$ cat src/hdl/bgtq_pkg.sv
// Shared types, constants and control interfaces of the backoff-gated transmit queue.
`timescale 1ns / 1ps

package bgtq_pkg;

  localparam int QUEUE_DEPTH_DEF = 8;
  localparam int TIME_W          = 48;
  localparam int SEQ_W           = 16;
  localparam int ADDR_W          = 8;
  localparam int FLAGS_W         = 8;
  localparam int BODY_W          = 16;
  localparam int WAKE_W          = 32;
  localparam int DEPTH_W         = 4;
  localparam int NUM_DEST        = 256;

  localparam logic [SEQ_W-1:0]  SEQ_MAX  = 16'hFFFF;
  localparam logic [WAKE_W-1:0] WAKE_MAX = 32'hFFFF_FFFF;

  typedef enum logic [1:0] {
    ENQ_OK   = 2'd0,
    ENQ_DROP = 2'd1,
    ENQ_NONE = 2'd2
  } enq_status_t;

  typedef enum logic [2:0] {
    ST_IDLE,
    ST_PREP,
    ST_SEQ_WR,
    ST_DECIDE,
    ST_SCAN,
    ST_SHIFT,
    ST_WAKE,
    ST_FIN
  } state_t;

  typedef struct packed {
    logic [ADDR_W-1:0]  dest;
    logic [SEQ_W-1:0]   seq;
    logic [FLAGS_W-1:0] flags;
    logic [BODY_W-1:0]  body;
    logic [TIME_W-1:0]  enq_ms;
    logic [TIME_W-1:0]  rdy_ms;
  } entry_t;

  typedef struct packed {
    logic load;
    logic seq_rd;
    logic seq_wr;
    logic scan;
    logic take;
    logic shift;
    logic pop;
    logic wake;
    logic publish;
  } cmd_t;

  typedef struct packed {
    logic is_send;
    logic busy;
    logic empty;
    logic pend;
    logic hit;
    logic last;
    logic shift_done;
    logic out_free;
  } stat_t;

endpackage

$ cat src/hdl/bgtq_ctrl.sv
// Sequencing state machine of the backoff-gated transmit queue.
`timescale 1ns / 1ps

module bgtq_ctrl
  import bgtq_pkg::*;
(
  input  logic  clk,
  input  logic  rst_n,
  input  logic  in_valid,
  output logic  in_ready,
  input  stat_t stat,
  output cmd_t  cmd
);

  state_t state_r;
  state_t state_nxt;

  always_ff @(posedge clk) begin
    if (!rst_n) begin
      state_r <= ST_IDLE;
    end else begin
      state_r <= state_nxt;
    end
  end

  always_comb begin
    cmd       = '0;
    state_nxt = state_r;
    in_ready  = 1'b0;
    case (state_r)
      ST_IDLE: begin
        in_ready = 1'b1;
        if (in_valid) begin
          cmd.load  = 1'b1;
          state_nxt = ST_PREP;
        end
      end
      ST_PREP: begin
        if (stat.is_send) begin
          cmd.seq_rd = 1'b1;
          state_nxt  = ST_SEQ_WR;
        end else begin
          state_nxt = ST_DECIDE;
        end
      end
      ST_SEQ_WR: begin
        cmd.seq_wr = 1'b1;
        state_nxt  = ST_DECIDE;
      end
      ST_DECIDE: begin
        state_nxt = (stat.busy || stat.empty) ? ST_FIN : ST_SCAN;
      end
      ST_SCAN: begin
        cmd.scan = 1'b1;
        if (stat.pend && stat.hit) begin
          cmd.take  = 1'b1;
          state_nxt = ST_SHIFT;
        end else if (stat.pend && stat.last) begin
          state_nxt = ST_WAKE;
        end
      end
      ST_SHIFT: begin
        if (stat.shift_done) begin
          cmd.pop   = 1'b1;
          state_nxt = ST_FIN;
        end else begin
          cmd.shift = 1'b1;
        end
      end
      ST_WAKE: begin
        cmd.wake  = 1'b1;
        state_nxt = ST_FIN;
      end
      ST_FIN: begin
        if (stat.out_free) begin
          cmd.publish = 1'b1;
          state_nxt   = ST_IDLE;
        end
      end
      default: begin
        state_nxt = ST_IDLE;
      end
    endcase
  end

endmodule

$ cat config.mk
export PLATFORM = sky130hd
export DESIGN_NAME = bgtq_ctrl
export DESIGN_NICKNAME = d
export VERILOG_FILES = /design/src/hdl/bgtq_pkg.sv /design/src/hdl/bgtq_ctrl.sv
export SDC_FILE = /design/constraint.sdc
export NUM_CORES = 1
export LEC_CHECK = 0
export BUFFER_PORTS_ARGS = -buffer_cell sky130_fd_sc_hd__buf_2
export CAP_MARGIN = 20
export CORE_AREA = 2 2 39 41
export DETAILED_ROUTE_END_ITERATION = 10
export DIE_AREA = 0 0 41 43
export PLACE_DENSITY = 0.48
export SYNTH_ARGS = -nofsm -noshare
export SYNTH_HDL_FRONTEND = slang
export SYNTH_SLANG_ARGS = --single-unit
$ cat constraint.sdc
create_clock -name clk -period 1.9 [get_ports clk]
set_input_delay 0.095 -clock clk [delete_from_list [all_inputs] [get_ports clk]]
set_output_delay 0.095 -clock clk [all_outputs]
set_load 0.02 [all_outputs]
==> results of run 1 <==
-- placed cells by master (no fill, tap or decap) --
master / count
sky130_fd_sc_hd__a21boi_2: 1
sky130_fd_sc_hd__nor2_1: 3
sky130_fd_sc_hd__dfxtp_1: 3
sky130_fd_sc_hd__nor3_1: 2
sky130_fd_sc_hd__o31ai_1: 1
sky130_fd_sc_hd__o21ba_2: 1
sky130_fd_sc_hd__nor4_1: 1
sky130_fd_sc_hd__a211oi_1: 1
sky130_fd_sc_hd__nand4b_1: 1
sky130_fd_sc_hd__inv_1: 1
sky130_fd_sc_hd__nor3b_1: 3
sky130_fd_sc_hd__and3_1: 4
sky130_fd_sc_hd__and2_1: 2
sky130_fd_sc_hd__a311oi_2: 1
sky130_fd_sc_hd__o21ai_2: 1
sky130_fd_sc_hd__nor2_2: 1
sky130_fd_sc_hd__o21ai_0: 2
sky130_fd_sc_hd__nor3_2: 1
sky130_fd_sc_hd__clkbuf_1: 1
sky130_fd_sc_hd__a2bb2oi_1: 1
sky130_fd_sc_hd__buf_2: 20
sky130_fd_sc_hd__clkbuf_4: 3
sky130_fd_sc_hd__nor2b_1: 1
sky130_fd_sc_hd__nand2_2: 1
sky130_fd_sc_hd__nand2_1: 4
sky130_fd_sc_hd__o21bai_1: 1
-- layer usage --
| metal | GRT usage, % | vias up |
|---|---|---|
| li1 | - | 192 |
| met1 | 13.1 | 149 |
| met2 | 15.6 | 10 |
| met3 | 7.85 | 0 |
| met4 | 2.00 | 0 |
| met5 | 0 | - |
-- layout make-up --
cell class	instances	area, um2
Fill cell	164	947
Multi-Input combinational cell	34	226
Clock buffer	4	26.3
Sequential cell	3	60.1
Timing Repair Buffer	20	100
Tap cell	16	20.0
Inverter	1	3.75
-- synth_stat cells, drive strengths merged --
library cell	n
a2bb2oi	1
nand2	5
nor4	1
dfxtp	3
nand4b	1
o21ba	1
a21boi	1
and3	4
and2	2
inv	1
a311oi	1
a211oi	1
o31ai	1
nor3b	3
buf	3
nor2b	1
o21bai	1
nor3	3
o21ai	3
nor2	4
-- kinds of logic (layout without fill, tap and decap cells) --
logic type	count (synthesis)	after routing	synth area share (%)
and+or+nand+nor	24	24	44.6
buffers and inverters	4	25	8.76
AOI/OAI and AO/OA	10	10	27.5
DFF	3	3	19.1
-- per-stage QoR --
step	utilization (%)	total power, mW	hold WS [ns]	worst slack, ns	area (um2)
floorplan	-	0.182	0.260	0.403	314
global route	31.6	0.349	0.145	0.127	437
detailed placement	29.7	0.209	0.388	0.502	410
global placement	29.7	0.210	0.390	0.496	410
finish	31.6	0.321	0.145	0.256	437
CTS	31.6	0.329	0.140	0.252	437
-- power breakdown --
part / switching [mW] / internal, mW
sequential: 0.0281 / 0.0719
clock: 0.0343 / 0.0788
combinational: 0.0567 / 0.0514
total: 0.119 / 0.202
-- critical path, cell delays in order (launching register included) --
cell,delay [ns]
sky130_fd_sc_hd__dfxtp_1,0.63
sky130_fd_sc_hd__nor3b_1,0.34
sky130_fd_sc_hd__and3_1,0.19
sky130_fd_sc_hd__buf_2,0.15
-- worst min-delay path by stage --
| stage | startpoint | slack (ns) | to | cells past startpoint |
|---|---|---|---|---|
| floorplan | rst_n | 0.26 | state_r[2]$_SDFFE_PN0P_ | 1 |
| global placement | rst_n | 0.39 | state_r[2]$_SDFFE_PN0P_ | 2 |
| detailed placement | rst_n | 0.39 | state_r[2]$_SDFFE_PN0P_ | 2 |
| CTS | rst_n | 0.14 | state_r[2]$_SDFFE_PN0P_ | 2 |
| global route | rst_n | 0.15 | state_r[2]$_SDFFE_PN0P_ | 2 |
| finish | rst_n | 0.14 | state_r[2]$_SDFFE_PN0P_ | 2 |
==> metrics, run 1 <==
met2 routed wirelength 330 um; maximum clock skew at final layout 0.00252 ns; portion of synthesized cell area occupied by the leading cell type 19.1%; ratio of total power to cell area 736 mW/mm2; Synth area leaders sky130_fd_sc_hd__dfxtp_1 (19%), sky130_fd_sc_hd__and3_1 (8.0%), sky130_fd_sc_hd__nor3b_1 (7.2%); initial standard-cell utilization of the core 22.7%; share of the clock period used by the worst path after layout 86.5%; transition time at the pin with the least slew margin 0.512 ns; global route total overflow 0; die boundary height 43 um; crit path time final 1.64 ns; clock input transition at the sequential cells of the worst setup and hold paths 0.04 ns; Core ar. 0.00138 mm2; CP startpoint kind flip-flop; warnings from Yosys 0; worst vdd rail ir drop 0.464 mV; number of library cell types mapped by synthesis 26; DRC violation total after the first TritonRoute iteration 0; number of cells on the worst reg-to-reg path 4; class of the most critical setup path flip-flop to output pin; number of flip-flops and latches in the synthesized netlist 3; Worst Hold Class primary input to flip-flop; DRC 0; reg-to-reg critical path startpoint state_r[2]$_SDFFE_PN0P_; worst setup path startpoint state_r[2]$_SDFFE_PN0P_; reg2reg setup slack 0.48 ns; required time reported for the critical path endpoint 1.80 ns; Post CTS Setup Buffer Count 0; first-pass GRT wire length 1300 um; total routed wirelength 758 um; total global-route track usage 10.9%; synthesized net count 52; per-cell routed wire length 9.72 um; highest metal layer with signal wires met3; clock sinks 3; TritonRoute pass-1 iters 1; Resized cells post-CTS 0; clock buffer count from CTS 3; run status complete, no violations; max-cap viol count 0; arrival time at the worst endpoint 1.55 ns; via count 351; H-tree depth reported by CTS 1; cts-stage hold buffer count 0; Post-Syn Instances 41; floorplan die width 41 um; final weighted congestion in routability-driven placement 0.697; register with the most flip-flops state_r; Setup Total Neg Slack 0 ns; number of flip-flops under the largest register name 3; cell type contributing the most total cell area after synthesis sky130_fd_sc_hd__dfxtp_1; endpoint of the most critical setup path cmd[4]; number of global-route vias before repair 313; post-layout net count 74; CTS tree yes; leakage dissipation 0.217 nW; worst slew slack as a fraction of its limit 65.8%; HPWL reported at the end of detailed placement 548 um; clock latency of the later-clocked register in the worst-skew pair 0.23 ns; register area share after synthesis 19.1%; die area 0.00176 mm2; maximum number of pins on one net before global-route repair 16; antenna-violating nets left 0; routed metal-1 wire length 364 um; critical-path maximum fanout 15; largest registers state_r x3; Non-Filler Instances 78; maximum operating frequency 608 MHz; antenna violations before repair 0; Via-to-Cell Ratio 4.50; CP Capture Type output pin; detailed-routed wire length on met3 63 um; Clock Root Buffer sky130_fd_sc_hd__clkbuf_4; Cell Area, Synth 314 um2; share of cells above drive strength 1 48.4%; RSZ-0062 raised after global routing false; post-synthesis average cell area 7.66 um2; end of the worst register-to-register path state_r[0]$_SDFFE_PN0P_; DP Cell Count 74; Syn-to-layout area delta 39.0%; number of failing setup endpoints in the final timing report 0; number of placement rows 14; count of input and output buffers 20; number of placed I/O pins 21; number of antenna cells inserted 0; Hold Violations, Final 0; final slew viol count 0; worst-case clock buffer depth 2
Note: power is estimated with default switching activity, not from simulation.
==> run 2, diff against run 1 <==
--- a/config.mk
+++ b/config.mk
@@ -5,12 +5,12 @@
 export SDC_FILE = /design/constraint.sdc
 export NUM_CORES = 1
 export LEC_CHECK = 0
-export BUFFER_PORTS_ARGS = -buffer_cell sky130_fd_sc_hd__buf_2
 export CAP_MARGIN = 20
 export CORE_AREA = 2 2 39 41
 export DETAILED_ROUTE_END_ITERATION = 10
 export DIE_AREA = 0 0 41 43
-export PLACE_DENSITY = 0.48
+export DONT_BUFFER_PORTS = 1
+export PLACE_DENSITY = 0.35
 export SYNTH_ARGS = -nofsm -noshare
 export SYNTH_HDL_FRONTEND = slang
 export SYNTH_SLANG_ARGS = --single-unit
==> constraint.sdc (replaced) <==
create_clock -name clk -period 1.8 [get_ports clk]
set_input_delay 0.09 -clock clk [delete_from_list [all_inputs] [get_ports clk]]
set_output_delay 0.09 -clock clk [all_outputs]
set_load 0.02 [all_outputs]
==> metrics, run 2 (synthesis gave the netlist of run 1 again) <==
via count 310 (-12%); TritonRoute pass-1 iters 4 (+3); worst setup slack after layout 0.177 ns (-0.0795 ns); HPWL reported at the end of detailed placement 571 um (+4.2%); Core ar. 0.00138 mm2 (unchanged); maximum cell stage delay along the critical path 0.61 ns (-0.02 ns); total routed wirelength 761 um (+0.40%); antenna-violating nets left 0 (unchanged); number of antenna cells inserted 0 (unchanged); DP Cell Count 58 (-22%); share of cells above drive strength 1 30.4% (-18 points); initial standard-cell utilization of the core 22.7% (unchanged); end of the worst register-to-register path state_r[0]$_SDFFE_PN0P_; arrival time at the worst endpoint 1.53 ns (-0.02 ns); CP Capture Type output pin; terminating pin of the worst hold path state_r[2]$_SDFFE_PN0P_; first-pass GRT wire length 1130 um (-13%); required time reported for the critical path endpoint 1.71 ns (-0.09 ns); final slew viol count 0 (unchanged); critical path, cell by cell nor3b_1 -> and3_1; Syn-to-layout area delta 16.7%; Hold Violations, Final 0 (unchanged); Setup Total Neg Slack 0 ns (unchanged); number of failing setup endpoints in the final timing report 0 (unchanged); clock input transition at the sequential cells of the worst setup and hold paths 0.03 ns (about the same); Clock Root Buffer sky130_fd_sc_hd__clkbuf_4; cell depth of the worst setup path 2 (-1); DRC violation total after the first TritonRoute iteration 2 (+2); per-cell routed wire length 12.3 um (+26%); hold path startpoint rst_n; run status complete, no violations; smallest hold slack 0.0232 ns (-0.122 ns); maximum number of pins on one net before global-route repair 16 (unchanged); number of placement rows 14 (unchanged); Resized cells post-CTS 0 (unchanged); Via-to-Cell Ratio 5.00 (+11%); count of input and output buffers 0 (-100%); number of flip-flops under the largest register name 3 (unchanged); global route total overflow 0 (unchanged); leakage dissipation 0.146 nW (-33%); DRC 0 (unchanged); post-layout power 328 uW (+2.1%); ratio of total power to cell area 894 mW/mm2 (+22%); total global-route track usage 9.53% (-1.4 points); CP startpoint kind flip-flop; CTS tree yes; number of cells on the worst reg-to-reg path 4 (unchanged); die area 0.00176 mm2 (unchanged); class of the most critical setup path flip-flop to output pin; transition time at the pin with the least slew margin 0.490 ns (-0.0224 ns); Max stage delay cell, worst path sky130_fd_sc_hd__dfxtp_1; cell type group with the largest total delay on the critical path simple AND/OR/NAND/NOR gates; number of global-route vias before repair 268 (-14%); Non-Filler Instances 62 (-21%); utilization of the core after routing 26.5% (-5.1 points); final weighted congestion in routability-driven placement 0.746 (+7.1%); Worst Hold Class primary input to flip-flop; largest registers state_r x3; filler instances 153 (-6.7%); worst-case clock buffer depth 2 (unchanged); FF+latch area 60.1 um2 (unchanged); Post CTS Setup Buffer Count 0 (unchanged); register with the most flip-flops state_r; H-tree depth reported by CTS 1 (unchanged); reg2reg setup slack 0.41 ns (-0.07 ns); Non-Filler Cell Area, Final 367 um2 (-16%); antenna violations before repair 0 (unchanged); clock sinks 3 (unchanged); area taken by multi-input logic gates 226 um2 (unchanged); maximum clock skew at final layout 0.00263 ns (+0.000111 ns); RSZ-0062 raised after global routing false; number of buffers and inverters on the critical path 0 (-1); highest-count cells in the layout ignoring fill and taps sky130_fd_sc_hd__and3_1 (4), sky130_fd_sc_hd__nand2_1 (4), sky130_fd_sc_hd__buf_4 (4); post-layout net count 58 (-22%); worst vdd rail ir drop 0.532 mV (+15%); clock latency of the later-clocked register in the worst-skew pair 0.23 ns (about the same); worst slew slack as a fraction of its limit 67.3% (+1.5 points); Post-DP Area 340 um2 (-17%); number of cells on the worst hold path 1 (-1); number of placed I/O pins 21 (unchanged); share of the clock period used by the worst path after layout 90.2%; reg-to-reg critical path startpoint state_r[2]$_SDFFE_PN0P_; clock buffer count from CTS 3 (unchanged); cts-stage hold buffer count 0 (unchanged); critical-path maximum fanout 15 (unchanged); DP Worst Slack 0.404 ns (-0.0974 ns); die boundary height 43 um (unchanged); floorplan die width 41 um (unchanged); crit path time final 1.62 ns; max-cap viol count 0 (unchanged); maximum operating frequency 616 MHz
==> run 2: worst max path at each step <==
stage                                       start  slack, ns                 endpoint
after global placement    state_r[2]$_SDFFE_PN0P_       0.44                   cmd[4]
after CTS                 state_r[2]$_SDFFE_PN0P_       0.17                   cmd[4]
after floorplan           state_r[2]$_SDFFE_PN0P_       0.31                   cmd[4]
final                     state_r[2]$_SDFFE_PN0P_       0.18                   cmd[4]
after detailed placement  state_r[2]$_SDFFE_PN0P_       0.40  state_r[0]$_SDFFE_PN0P_
after global routing      state_r[2]$_SDFFE_PN0P_       0.01                   cmd[4]
==> run 2: power breakdown <==
part	switching, mW	total [mW]	internal, mW
registers	0.0297	0.106	0.0760
clock network	0.0332	0.116	0.0829
logic	0.0555	0.106	0.0505
==> run 2: final cells by class <==
class,instances,share of cell area (%)
multi-input combinational,34,61.8
sequential,3,16.4
inverter,1,1.02
timing repair buffer,4,8.19
clock buffer,4,7.17
tap,16,5.46
==> run 2: per-layer routing <==
metal	share of wire, %	global-route usage, %	wire, um	vias up
li1	-	-	-	157
met1	43	11.5	325	144
met2	49	13.4	372	9
met3	8.3	6.81	63	0
met4	0	2.00	0	0
met5	0	0	0	-
==> run 3, diff against run 2 <==
--- a/config.mk
+++ b/config.mk
@@ -7,6 +7,7 @@
 export LEC_CHECK = 0
 export CAP_MARGIN = 20
 export CORE_AREA = 2 2 39 41
+export CTS_BUF_LIST = sky130_fd_sc_hd__clkbuf_16
 export DETAILED_ROUTE_END_ITERATION = 10
 export DIE_AREA = 0 0 41 43
 export DONT_BUFFER_PORTS = 1
==> metrics, run 3 (synthesis gave the netlist of run 1 again) <==
ratio of total power to cell area 1330 mW/mm2 (+49%); filler instances 147 (-3.9%); antenna-violating nets left 0 (unchanged); RSZ-0062 raised after global routing false; run status complete, no violations; Setup Total Neg Slack 0 ns (unchanged); floorplan die width 41 um (unchanged); clock sinks 3 (unchanged); number of antenna cells inserted 0 (unchanged); reg2reg setup slack 0.40 ns (about the same); crit path time final 1.62 ns (-0.00387 ns); leakage dissipation 0.173 nW (+19%); HPWL reported at the end of detailed placement 571 um (unchanged); smallest hold slack 0.0312 ns (+0.00807 ns); post-layout net count 58 (unchanged); share of the clock period used by the worst path after layout 90.0% (-0.22 points); highest-count cells in the layout ignoring fill and taps sky130_fd_sc_hd__and3_1 (4), sky130_fd_sc_hd__nand2_1 (4), sky130_fd_sc_hd__buf_4 (4); number of placed I/O pins 21 (unchanged); clock input transition at the sequential cells of the worst setup and hold paths 0.03 ns (about the same); required time reported for the critical path endpoint 1.71 ns (about the same); die area 0.00176 mm2 (unchanged); CP startpoint kind flip-flop; critical-path maximum fanout 15 (unchanged); reg-to-reg critical path startpoint state_r[2]$_SDFFE_PN0P_; DRC violation total after the first TritonRoute iteration 6 (+4); maximum operating frequency 617 MHz (+0.24%); total global-route track usage 10.2% (+0.70 points); maximum number of pins on one net before global-route repair 16 (unchanged); H-tree depth reported by CTS 1 (unchanged); Via-to-Cell Ratio 5.02 (+0.32%); number of failing setup endpoints in the final timing report 0 (unchanged); total routed wirelength 766 um (+0.66%); largest registers state_r x3; CP Capture Type output pin; register with the most flip-flops state_r; Post CTS Setup Buffer Count 0 (unchanged); share of cells above drive strength 1 30.4% (unchanged); number of cells on the worst reg-to-reg path 4 (unchanged); antenna violations before repair 0 (unchanged); cts-stage hold buffer count 0 (unchanged); clock latency of the later-clocked register in the worst-skew pair 0.22 ns (about the same); Clock Root Buffer sky130_fd_sc_hd__clkbuf_16; worst slew slack as a fraction of its limit 66.9% (-0.41 points); TritonRoute pass-1 iters 4 (unchanged); final slew viol count 0 (unchanged); die boundary height 43 um (unchanged); clock buffer count from CTS 3 (unchanged); Core ar. 0.00138 mm2 (unchanged); max-cap viol count 0 (unchanged); count of input and output buffers 0 (unchanged); global route total overflow 0 (unchanged); first-pass GRT wire length 1130 um (unchanged); per-cell routed wire length 12.4 um (+0.66%); initial standard-cell utilization of the core 22.7% (unchanged); maximum clock skew at final layout 0.00150 ns (-0.00113 ns); worst-case clock buffer depth 2 (unchanged); CTS tree yes; transition time at the pin with the least slew margin 0.496 ns (+0.00617 ns); end of the worst register-to-register path state_r[0]$_SDFFE_PN0P_; DRC 0 (unchanged); worst setup path startpoint state_r[2]$_SDFFE_PN0P_; number of global-route vias before repair 257 (-4.1%); via count 311 (+0.32%); final weighted congestion in routability-driven placement 0.746 (unchanged); number of flip-flops under the largest register name 3 (unchanged); worst vdd rail ir drop 0.720 mV (+35%); Syn-to-layout area delta 33.5%; endpoint of the most critical setup path cmd[4]; number of placement rows 14 (unchanged); Worst Hold Class primary input to flip-flop; class of the most critical setup path flip-flop to output pin; arrival time at the worst endpoint 1.53 ns (about the same); Hold Violations, Final 0 (unchanged); Resized cells post-CTS 0 (unchanged)
==> run 3: worst min path at each step <==
stage            start                      end  slack, ns  depth (start not counted)
2_1_floorplan    rst_n  state_r[2]$_SDFFE_PN0P_       0.26                          1
3_3_place_gp     rst_n  state_r[2]$_SDFFE_PN0P_       0.26                          1
3_5_place_dp   stat[1]                   cmd[3]       0.26                          1
4_1_cts          rst_n  state_r[2]$_SDFFE_PN0P_       0.03                          1
5_1_grt          rst_n  state_r[2]$_SDFFE_PN0P_       0.03                          1
6_report         rst_n  state_r[2]$_SDFFE_PN0P_       0.03                          1
==> run 3: where the power goes <==
part / internal, mW / total (mW) / switching [mW]
sequential: 0.0761 / 0.106 / 0.0294
combinational: 0.0506 / 0.106 / 0.0553
clock: 0.286 / 0.345 / 0.0592
total: 0.413 / 0.557 / 0.144
==> run 3: layer usage <==
metal | routed length, um | vias up | GRT usage (%) | share of wire, %
li1 | - | 157 | - | -
met1 | 323 | 141 | 11.9 | 42
met2 | 355 | 10 | 12.5 | 46
met3 | 68 | 3 | 6.81 | 8.9
met4 | 18 | 0 | 8.00 | 2.3
met5 | 0 | - | 0 | 0
==> run 3: per-stage QoR <==
| step | area (um2) | power (mW) | cells | util, % | setup WS [ns] |
|---|---|---|---|---|---|
| after floorplan | 314 | 0.192 | 41 | - | 0.308 |
| after global placement | 340 | 0.213 | 58 | 24.6 | 0.440 |
| after detailed placement | 340 | 0.213 | 58 | 24.6 | 0.404 |
| after CTS | 419 | 0.561 | 62 | 30.3 | 0.182 |
| after global routing | 419 | 0.588 | 62 | 30.3 | 0.0304 |
| final | 419 | 0.557 | 62 | 30.3 | 0.180 |
==> run 3: critical path: stages, from the launching register on <==
cell                      delay (ns)
sky130_fd_sc_hd__dfxtp_1        0.62
sky130_fd_sc_hd__nor3b_1        0.36
sky130_fd_sc_hd__and3_1         0.33
==> run 3: area by class of cell <==
cell class / count / area (um2) / share of cell area (%)
Multi-Input combinational cell: 34 / 226 / 54.0
Clock buffer: 3 / 75.1 / 17.9
Sequential cell: 3 / 60.1 / 14.3
Timing Repair Buffer: 4 / 30.0 / 7.16
Tap cell: 16 / 20.0 / 4.78
Clock inverter: 1 / 3.75 / 0.896
Inverter: 1 / 3.75 / 0.896
